--- src/design/emu_pkg.sv ---
package emu_pkg;

  localparam int unsigned WordBits = 64;
  localparam int unsigned CntBits  = $clog2(WordBits);

  typedef logic [WordBits-1:0] word_t;

  localparam logic [1:0] StOk        = 2'd0;
  localparam logic [1:0] StBadMod    = 2'd1;
  localparam logic [1:0] StBadSecret = 2'd2;

  localparam logic CmdKey     = 1'b0;
  localparam logic CmdDecrypt = 1'b1;

  // Operand selection for one modular product.
  typedef enum logic [1:0] {
    MulRB  = 2'd0,  // r = r * b
    MulBB  = 2'd1,  // b = b * b
    MulYR  = 2'd2   // r = y2 * r
  } mul_sel_e;

  // Controller to datapath commands.
  typedef struct packed {
    logic     load;       // capture operands and range status, clear reduction state
    logic     red_step;   // one reduction step on base/y2
    logic     mul_start;  // begin a modular product
    mul_sel_e mul_sel;
    logic     mul_step;   // one double-and-add step
    logic     mul_done;   // write the product back
    logic     exp_shift;  // shift exponent right
  } emu_cmd_t;

  // Datapath to controller status.
  typedef struct packed {
    logic bad_mod;
    logic bad_secret;
    logic exp_zero;
    logic exp_lsb;
    logic red_last;
    logic mul_last;
    logic is_decrypt;
  } emu_stat_t;

endpackage

--- src/design/emu_if.sv ---
interface emu_in_if import emu_pkg::*; ();
  logic  valid;
  logic  ready;
  logic  command;
  word_t modulus;
  word_t base_value;
  word_t secret_exponent;
  word_t multiplier;
  modport source (output valid, command, modulus, base_value, secret_exponent,
                  multiplier, input ready);
  modport sink (input valid, command, modulus, base_value, secret_exponent,
                multiplier, output ready);
endinterface

interface emu_out_if import emu_pkg::*; ();
  logic       valid;
  logic       ready;
  word_t      value;
  logic [1:0] status;
  modport source (output valid, value, status, input ready);
  modport sink (input valid, value, status, output ready);
endinterface

--- src/design/emu_datapath.sv ---
module emu_datapath import emu_pkg::*; (
  input  logic       clk_i,
  input  logic       cmd_in_i,
  input  word_t      mod_in_i,
  input  word_t      base_in_i,
  input  word_t      exp_in_i,
  input  word_t      mul_in_i,
  input  emu_cmd_t   cmd_i,
  output emu_stat_t  stat_o,
  output word_t      value_o,
  output logic [1:0] status_o
);

  word_t p_q, b_q, r_q, y_q, e_q, acc_q, x_q, ymul_q, red_q;
  logic  dec_q;
  logic  phase_q;
  logic [CntBits-1:0] cnt_q;
  logic [1:0] st_q;

  // Modular add of values below p.
  function automatic word_t add_mod(word_t a, word_t b, word_t m);
    word_t gap;
    gap = m - b;
    return (a >= gap) ? (a - gap) : (a + b);
  endfunction

  word_t sel_x, sel_y, acc_dbl, acc_nxt;
  logic  [WordBits:0] red_sh;
  word_t red_nxt;
  logic  bad_mod, bad_sec;

  // Pick product operands.
  always_comb begin
    unique case (cmd_i.mul_sel)
      MulRB:   begin sel_x = r_q; sel_y = b_q; end
      MulBB:   begin sel_x = b_q; sel_y = b_q; end
      MulYR:   begin sel_x = r_q; sel_y = y_q; end
      default: begin sel_x = r_q; sel_y = b_q; end
    endcase
  end

  // Double-and-add step, MSB first over ymul_q.
  always_comb begin
    acc_dbl = add_mod(acc_q, acc_q, p_q);
    acc_nxt = ymul_q[WordBits-1] ? add_mod(acc_dbl, x_q, p_q) : acc_dbl;
  end

  // Restoring reduction step: red = (2*red + bit) mod p.
  always_comb begin
    red_sh  = {red_q, x_q[WordBits-1]};
    red_nxt = (red_sh >= {1'b0, p_q}) ? WordBits'(red_sh - {1'b0, p_q})
                                      : WordBits'(red_sh);
  end

  // Range checks on the incoming item.
  always_comb begin
    bad_mod = mod_in_i < WordBits'(3);
    bad_sec = (exp_in_i == '0) || (exp_in_i > mod_in_i - WordBits'(2));
  end

  always_ff @(posedge clk_i) begin
    if (cmd_i.load) begin
      p_q    <= mod_in_i;
      dec_q  <= cmd_in_i;
      e_q    <= (cmd_in_i == CmdDecrypt) ? mod_in_i - WordBits'(1) - exp_in_i
                                         : exp_in_i;
      r_q    <= WordBits'(1);
      x_q    <= base_in_i;
      ymul_q <= mul_in_i;
      red_q  <= '0;
      cnt_q  <= '0;
      st_q   <= bad_mod ? StBadMod : (bad_sec ? StBadSecret : StOk);
    end else if (cmd_i.red_step) begin
      // reduce base in x_q, then y2 held in ymul_q
      cnt_q <= cnt_q + CntBits'(1);
      if (cnt_q == CntBits'(WordBits-1)) begin
        if (phase_q) y_q <= red_nxt;
        else b_q <= red_nxt;
        x_q   <= ymul_q;
        red_q <= '0;
      end else begin
        red_q <= red_nxt;
        x_q   <= {x_q[WordBits-2:0], 1'b0};
      end
    end else if (cmd_i.mul_start) begin
      acc_q  <= '0;
      x_q    <= sel_x;
      ymul_q <= sel_y;
      cnt_q  <= '0;
    end else if (cmd_i.mul_step) begin
      acc_q  <= acc_nxt;
      ymul_q <= {ymul_q[WordBits-2:0], 1'b0};
      cnt_q  <= cnt_q + CntBits'(1);
    end else if (cmd_i.mul_done) begin
      unique case (cmd_i.mul_sel)
        MulBB:   b_q <= acc_q;
        default: r_q <= acc_q;
      endcase
    end
    if (cmd_i.exp_shift) e_q <= e_q >> 1;
  end

  // Track which reduction pass runs: base first, then y2.
  always_ff @(posedge clk_i) begin
    if (cmd_i.load) phase_q <= 1'b0;
    else if (cmd_i.red_step && cnt_q == CntBits'(WordBits-1)) phase_q <= 1'b1;
  end

  // Status back to the controller; r starts at 1, which is reduced for p >= 3.
  assign stat_o.bad_mod    = st_q == StBadMod;
  assign stat_o.bad_secret = st_q == StBadSecret;
  assign stat_o.exp_zero   = e_q == '0;
  assign stat_o.exp_lsb    = e_q[0];
  assign stat_o.red_last   = (cnt_q == CntBits'(WordBits-1)) && phase_q;
  assign stat_o.mul_last   = cnt_q == CntBits'(WordBits-1);
  assign stat_o.is_decrypt = dec_q;

  assign value_o  = (st_q == StOk) ? r_q : '0;
  assign status_o = st_q;

endmodule

--- src/design/emu_ctrl.sv ---
module emu_ctrl import emu_pkg::*; (
  input  logic      clk_i,
  input  logic      rst_ni,
  input  logic      in_valid_i,
  output logic      in_ready_o,
  output logic      out_valid_o,
  input  logic      out_ready_i,
  input  emu_stat_t stat_i,
  output emu_cmd_t  cmd_o
);

  typedef enum logic [7:0] {
    SIdle  = 8'b0000_0001,
    SCheck = 8'b0000_0010,
    SRed   = 8'b0000_0100,
    SLoop  = 8'b0000_1000,
    SMul   = 8'b0001_0000,
    SWrite = 8'b0010_0000,
    SSq    = 8'b0100_0000,
    SOut   = 8'b1000_0000
  } state_e;

  state_e   state_q, state_d;
  mul_sel_e sel_q, sel_d;
  logic     fin_q, fin_d;  // final y2 product pending/done

  assign in_ready_o  = state_q == SIdle;
  assign out_valid_o = state_q == SOut;

  always_comb begin
    state_d = state_q;
    sel_d   = sel_q;
    fin_d   = fin_q;
    cmd_o   = '0;
    cmd_o.mul_sel = sel_q;
    unique case (state_q)
      SIdle: begin
        if (in_valid_i) begin
          cmd_o.load = 1'b1;
          fin_d      = 1'b0;
          state_d    = SCheck;
        end
      end
      SCheck: begin
        if (stat_i.bad_mod || stat_i.bad_secret) state_d = SOut;
        else state_d = SRed;
      end
      SRed: begin
        cmd_o.red_step = 1'b1;
        if (stat_i.red_last) state_d = SLoop;
      end
      SLoop: begin
        // pick next product, or finish
        if (stat_i.exp_zero) begin
          if (stat_i.is_decrypt && !fin_q) begin
            sel_d = MulYR; fin_d = 1'b1;
            cmd_o.mul_sel = MulYR; cmd_o.mul_start = 1'b1;
            state_d = SMul;
          end else state_d = SOut;
        end else if (stat_i.exp_lsb) begin
          sel_d = MulRB; cmd_o.mul_sel = MulRB; cmd_o.mul_start = 1'b1;
          state_d = SMul;
        end else state_d = SSq;
      end
      SSq: begin
        sel_d = MulBB; cmd_o.mul_sel = MulBB; cmd_o.mul_start = 1'b1;
        state_d = SMul;
      end
      SMul: begin
        cmd_o.mul_step = 1'b1;
        if (stat_i.mul_last) state_d = SWrite;
      end
      SWrite: begin
        cmd_o.mul_done = 1'b1;
        if (sel_q == MulRB) state_d = SSq;
        else if (sel_q == MulBB) begin
          cmd_o.exp_shift = 1'b1;
          state_d = SLoop;
        end else state_d = SOut;
      end
      SOut: if (out_ready_i) state_d = SIdle;
      default: state_d = SIdle;
    endcase
  end

  always_ff @(posedge clk_i or negedge rst_ni) begin
    if (!rst_ni) begin
      state_q <= SIdle;
      sel_q   <= MulRB;
      fin_q   <= 1'b0;
    end else begin
      state_q <= state_d;
      sel_q   <= sel_d;
      fin_q   <= fin_d;
    end
  end

endmodule

--- src/design/elgamal_modexp_unit_core.sv ---
// ElGamal modular exponentiation unit, 64-bit prime modulus.
// Input channel in_if carries command, modulus, base_value, secret_exponent
// and multiplier; output channel out_if carries value and status.
// Command 0 returns base^secret mod p; command 1 returns
// multiplier * base^(p-1-secret) mod p. Status 1 flags p below 3,
// status 2 a secret outside 1..p-2; value is then 0.
// One item is in flight at a time: in_if.ready is high only while idle.
// A rejected item goes from the check state straight to output. Otherwise a
// check state and 64 restoring reduction steps each for base and y2 come
// first, then per exponent bit one loop state and one squaring (64
// double-and-add steps on the shared modular multiplier plus start and
// write-back); a set bit adds a multiply started in the loop state. One
// closing loop state follows; decrypt starts its final multiply there.
// The result holds on out_if until taken; a stalled receiver simply keeps
// the unit busy. Reset returns the controller to idle with no item pending.
module elgamal_modexp_unit_core import emu_pkg::*; (
  input  logic  clk_i,
  input  logic  rst_ni,
  emu_in_if.sink    in_if,
  emu_out_if.source out_if
);

  emu_cmd_t  cmd;
  emu_stat_t stat;

  emu_ctrl u_ctrl (
    .clk_i       (clk_i),
    .rst_ni      (rst_ni),
    .in_valid_i  (in_if.valid),
    .in_ready_o  (in_if.ready),
    .out_valid_o (out_if.valid),
    .out_ready_i (out_if.ready),
    .stat_i      (stat),
    .cmd_o       (cmd)
  );

  emu_datapath u_dp (
    .clk_i     (clk_i),
    .cmd_in_i  (in_if.command),
    .mod_in_i  (in_if.modulus),
    .base_in_i (in_if.base_value),
    .exp_in_i  (in_if.secret_exponent),
    .mul_in_i  (in_if.multiplier),
    .cmd_i     (cmd),
    .stat_o    (stat),
    .value_o   (out_if.value),
    .status_o  (out_if.status)
  );

endmodule

--- src/flat_wrapper.sv ---
// flat-port wrapper written by rule: the top's interface ports become plain ports
module elgamal_modexp_unit_core_flat import emu_pkg::*;
  (clk_i, rst_ni, in_if_valid, in_if_command, in_if_modulus, in_if_base_value, in_if_secret_exponent, in_if_multiplier, in_if_ready, out_if_valid, out_if_value, out_if_status, out_if_ready);
  emu_in_if in_if_i ();
  emu_out_if out_if_i ();
  input  logic clk_i;
  input  logic rst_ni;
  input wire logic [$bits(in_if_i.valid)-1:0] in_if_valid;
  input wire logic [$bits(in_if_i.command)-1:0] in_if_command;
  input wire logic [$bits(in_if_i.modulus)-1:0] in_if_modulus;
  input wire logic [$bits(in_if_i.base_value)-1:0] in_if_base_value;
  input wire logic [$bits(in_if_i.secret_exponent)-1:0] in_if_secret_exponent;
  input wire logic [$bits(in_if_i.multiplier)-1:0] in_if_multiplier;
  output wire logic [$bits(in_if_i.ready)-1:0] in_if_ready;
  output wire logic [$bits(out_if_i.valid)-1:0] out_if_valid;
  output wire logic [$bits(out_if_i.value)-1:0] out_if_value;
  output wire logic [$bits(out_if_i.status)-1:0] out_if_status;
  input wire logic [$bits(out_if_i.ready)-1:0] out_if_ready;
  assign in_if_i.valid = in_if_valid;
  assign in_if_i.command = in_if_command;
  assign in_if_i.modulus = in_if_modulus;
  assign in_if_i.base_value = in_if_base_value;
  assign in_if_i.secret_exponent = in_if_secret_exponent;
  assign in_if_i.multiplier = in_if_multiplier;
  assign in_if_ready = in_if_i.ready;
  assign out_if_valid = out_if_i.valid;
  assign out_if_value = out_if_i.value;
  assign out_if_status = out_if_i.status;
  assign out_if_i.ready = out_if_ready;
  elgamal_modexp_unit_core u_core (.clk_i(clk_i), .rst_ni(rst_ni), .in_if(in_if_i), .out_if(out_if_i));
endmodule
--- config.mk ---
export PLATFORM = sky130hd
export DESIGN_NAME = elgamal_modexp_unit_core_flat
export DESIGN_NICKNAME = d
export VERILOG_FILES = /design/src/design/emu_pkg.sv /design/src/design/emu_if.sv /design/src/design/emu_datapath.sv /design/src/design/emu_ctrl.sv /design/src/design/elgamal_modexp_unit_core.sv /design/src/flat_wrapper.sv
export SDC_FILE = /design/constraint.sdc
export NUM_CORES = 2
export LEC_CHECK = 0
export ABC_AREA = 1
export BUFFER_PORTS_ARGS = -buffer_cell sky130_fd_sc_hd__buf_2
export CELL_PAD_IN_SITES_DETAIL_PLACEMENT = 2
export CELL_PAD_IN_SITES_GLOBAL_PLACEMENT = 2
export CORE_MARGIN = 1
export CORE_UTILIZATION = 36
export CTS_CLUSTER_SIZE = 40
export DETAILED_ROUTE_END_ITERATION = 10
export PLACE_DENSITY_LB_ADDON = 0.25
export SLEW_MARGIN = 10
export SYNTH_ARGS = -nofsm -noshare
export SYNTH_HDL_FRONTEND = slang
export SYNTH_HIERARCHICAL = 1
export SYNTH_SLANG_ARGS = --single-unit
--- constraint.sdc ---
create_clock -name clk_i -period 15.84 [get_ports clk_i]
set_input_delay 1.584 -clock clk_i [delete_from_list [all_inputs] [get_ports clk_i]]
set_output_delay 1.584 -clock clk_i [all_outputs]
set_load 0.02 [all_outputs]
==> results by group <==
GRT
  – First-pass GRT wire length: 508000 um
  – Initial antenna violation count: 37
  – Largest net degree at the start of global routing: 142
  – Grt ovf: 0
  – Vias in the first global route: 74.1k
  – Total GRT Usage: 41.0%

Setup path
  – Crit-path max FO: 66
  – CP top delay family: compound AO/OA/AOI/OAI gates
  – Worst R2R Setup Slack: 3.97 ns
  – Crit path required time: 16.31 ns
  – CP max stage delay: 0.74 ns
  – Crit Reg-Reg Endpoint: u_core/u_dp/acc_q[15]$_SDFFCE_PP0P_
  – Critical-path cell with the highest stage delay: a2111oi_0
  – Most used cell, CP: a21oi_1
  – Worst path bufs/invs: 6
  – Depth of the most critical reg-to-reg path: 40
  – CP endpoint: u_core/u_dp/acc_q[15]$_SDFFCE_PP0P_
  – Levels on crit path: 40
  – Kind of critical path: flop to flop
  – Worst R2R Start: u_core/u_dp/acc_q[3]$_SDFFCE_PP0P_
  – Crit. End Element: flop
  – Crit start category: flop
  – Crit path DAT: 12.34 ns
  – Critical Path Start: u_core/u_dp/acc_q[3]$_SDFFCE_PP0P_

Routing
  – Residual DRC: 0
  – Avg WL per Cell: 30.8 um
  – Initial DRC count: 5918
  – DRT Pass-1 Iters: 5
  – Routed Antenna Nets: 0
  – Vias: 69.9k
  – Vias per inst: 5.97
  – Wirelength, routed: 360000 um

STA
  – Fin. Hold Viols: 0
  – Fmax: 0.0843 GHz
  – Setup_tns: 0 ns
  – Final setup viols: 0
  – Slew Limit Headroom: 8.77%
  – Slew @ Worst Pin: 1.36 ns
  – Unrepaired setup endpoints after global routing: no
  – Max Slew Vio Count: 0
  – Final period utilization: 74.9%
  – Tmin final: 11.87 ns
  – Fin Clk Skew: 0.0512 ns

Status
  – Status: complete, no violations

Clock network
  – Worst skew pair latency: 0.76 ns
  – CTS Buffer Depth: 3
  – H-tree levels: 3
  – Clock-pin slew on the worst setup and hold paths: 0.07 ns
  – CTS root buffer: clkbuf_16
  – Num CTS Buffers: 78
  – Post-CTS Setup Bufs: 0
  – TritonCTS clock tree: done
  – Cts repair resizes: 0
  – Clk sinks: 597
  – # hold bufs at CTS: 0

Logic synthesis
  – Post-synth top area cell: edfxtp_1
  – Seq cells post-synth: 597
  – Top-count cell post-synth: nand2_1
  – Commonest register cell after synthesis: edfxtp_1
  – Synth cell count leaders: 1787 x nand2_1, 1411 x inv_1, 1142 x nor2_1
  – Count of different cell masters after synthesis: 67
  – Syn nets: 9970
  – Synthesized area: 0.0610 mm^2
  – FFs w/ async S/R, synth: 1.84%
  – Ys Warns: 6
  – Mapped Cells: 9213
  – Post-synth EDFFs: 450
  – Register area share after synthesis: 27.1%
  – Post-synth top area share: 22.2%
  – Largest cells by area after synthesis: edfxtp_1 22%, nand2_1 11%, ha_1 10%
  – Synth Area per Inst: 6.62 um^2

Worst hold path
  – Hold Path Class: flop to flop

Floorplan
  – Die Area: 0.171 mm^2
  – IO Count: 329
  – Die height: 413 um
  – # rows: 150
  – Die width: 413 um
  – CORE AREA: 0.168 mm^2
  – Initial Util: 36.4%

Placement
  – Port Buffers: 328
  – RD Place Congestion: 0.999
  – Hpwl dp: 298000 um

Layout
  – Synthesis-to-finish area growth: 11.1%
  – Nets: 10.2k
  – Share of cells above drive strength 1: 6.76%

Flow run
  – Max Cap Viol: 0
## worst min-delay path: stages (launching register included)
cell     delay, ns
dfxtp_1       0.31
inv_1         0.06
a21oi_1       0.06
## worst min path at each step
stage | from | endpoint | cells past startpoint
CTS | u_core/u_dp/phase_q$_SDFFE_PP0P_ | u_core/u_dp/phase_q$_SDFFE_PP0P_ | 2
detailed placement | u_core/u_dp/phase_q$_SDFFE_PP0P_ | u_core/u_dp/phase_q$_SDFFE_PP0P_ | 2
finish | u_core/u_dp/phase_q$_SDFFE_PP0P_ | u_core/u_dp/phase_q$_SDFFE_PP0P_ | 2
global placement | u_core/u_dp/r_q[33]$_SDFFE_PP0P_ | u_core/u_dp/r_q[33]$_SDFFE_PP0P_ | 2
floorplan | u_core/u_dp/r_q[51]$_SDFFE_PP0P_ | u_core/u_dp/r_q[51]$_SDFFE_PP0P_ | 2
global route | u_core/u_dp/r_q[55]$_SDFFE_PP0P_ | u_core/u_dp/r_q[55]$_SDFFE_PP0P_ | 2
## cells by family after synthesis
logic type               count (synthesis)  share of synthesized area, %
flip-flops                             597                          27.1
AO/OA/AOI/OAI                         2375                          21.6
AND/OR/NAND/NOR                       3684                          25.0
adder cells (fa/ha/maj)                496                          10.2
XOR/XNOR                               390                          5.60
buffers and inverters                 1671                          10.5
## state kept, by name, summed over array words and instances, names as in the netlist, 2 cells and up
name,count
u_core/u_dp/r_q,64
u_core/u_dp/acc_q,64
u_core/u_dp/e_q,64
u_core/u_dp/b_q,64
u_core/u_dp/cnt_q,6
u_core/u_ctrl/state_q,8
u_core/u_dp/red_q,64
u_core/u_dp/status_o,2
u_core/u_dp/x_q,64
u_core/u_ctrl/sel_q,2
u_core/u_dp/y_q,64
u_core/u_dp/p_q,64
u_core/u_dp/ymul_q,64
## layer usage
| metal | vias up | track usage (%) | share of wire, % |
|---|---|---|---|
| met4 | 40 | 23.8 | 6.4 |
| met3 | 676 | 7.30 | 7.2 |
| li1 | 31300 | - | - |
| met2 | 2543 | 66.3 | 45 |
| met5 | - | 0 | 0.11 |
| met1 | 35300 | 50.9 | 41 |
## area by class of cell
cell class	instances	area (um^2)
Multi-Input combinational cell	6945	38200
Inverter	1431	5390
Sequential cell	597	16500
Timing Repair Buffer	386	2090
Tap cell	2204	2760
Fill cell	20400	99900
Clock inverter	48	707
Antenna cell	11	27.5
Clock buffer	95	2090
## stage by stage
| stage | setup WS, ns | instance area, um^2 | cells | hold WS, ns | util (%) |
|---|---|---|---|---|---|
| after floorplan | 1.71 | 61000 | 9213 | 0.444 | - |
| after global placement | 4.68 | 64900 | 11600 | 0.463 | 38.7 |
| after detailed placement | 4.30 | 64900 | 11600 | 0.472 | 38.7 |
| after CTS | 4.25 | 67700 | 11700 | 0.480 | 40.4 |
| after global routing | 3.42 | 67700 | 11700 | 0.515 | 40.4 |
| final | 3.97 | 67700 | 11700 | 0.479 | 40.4 |
## cell usage in the layout (no fill, tap or decap), types with 17 or more instances in the layout
cell / instances
a211oi_1: 19
ha_1: 491
inv_1: 1406
nor4_1: 59
a31oi_1: 116
o22ai_1: 42
a21boi_0: 29
buf_4: 57
dfxtp_1: 136
o21a_1: 73
edfxtp_1: 450
nor3_1: 76
xnor2_1: 149
nand4_1: 96
o211ai_1: 30
clkbuf_16: 79
o21ai_0: 731
a21oi_1: 1097
a21o_1: 26
nand2_2: 29
inv_2: 17
o21bai_1: 25
nand2_1: 1783
a221oi_1: 73
xor2_1: 241
o21ai_1: 38
nor2_1: 1138
buf_2: 328
nand3_1: 409
Power is not shown: default switching activity piles up to over one toggle a cycle in this logic, so the estimate is an artifact.
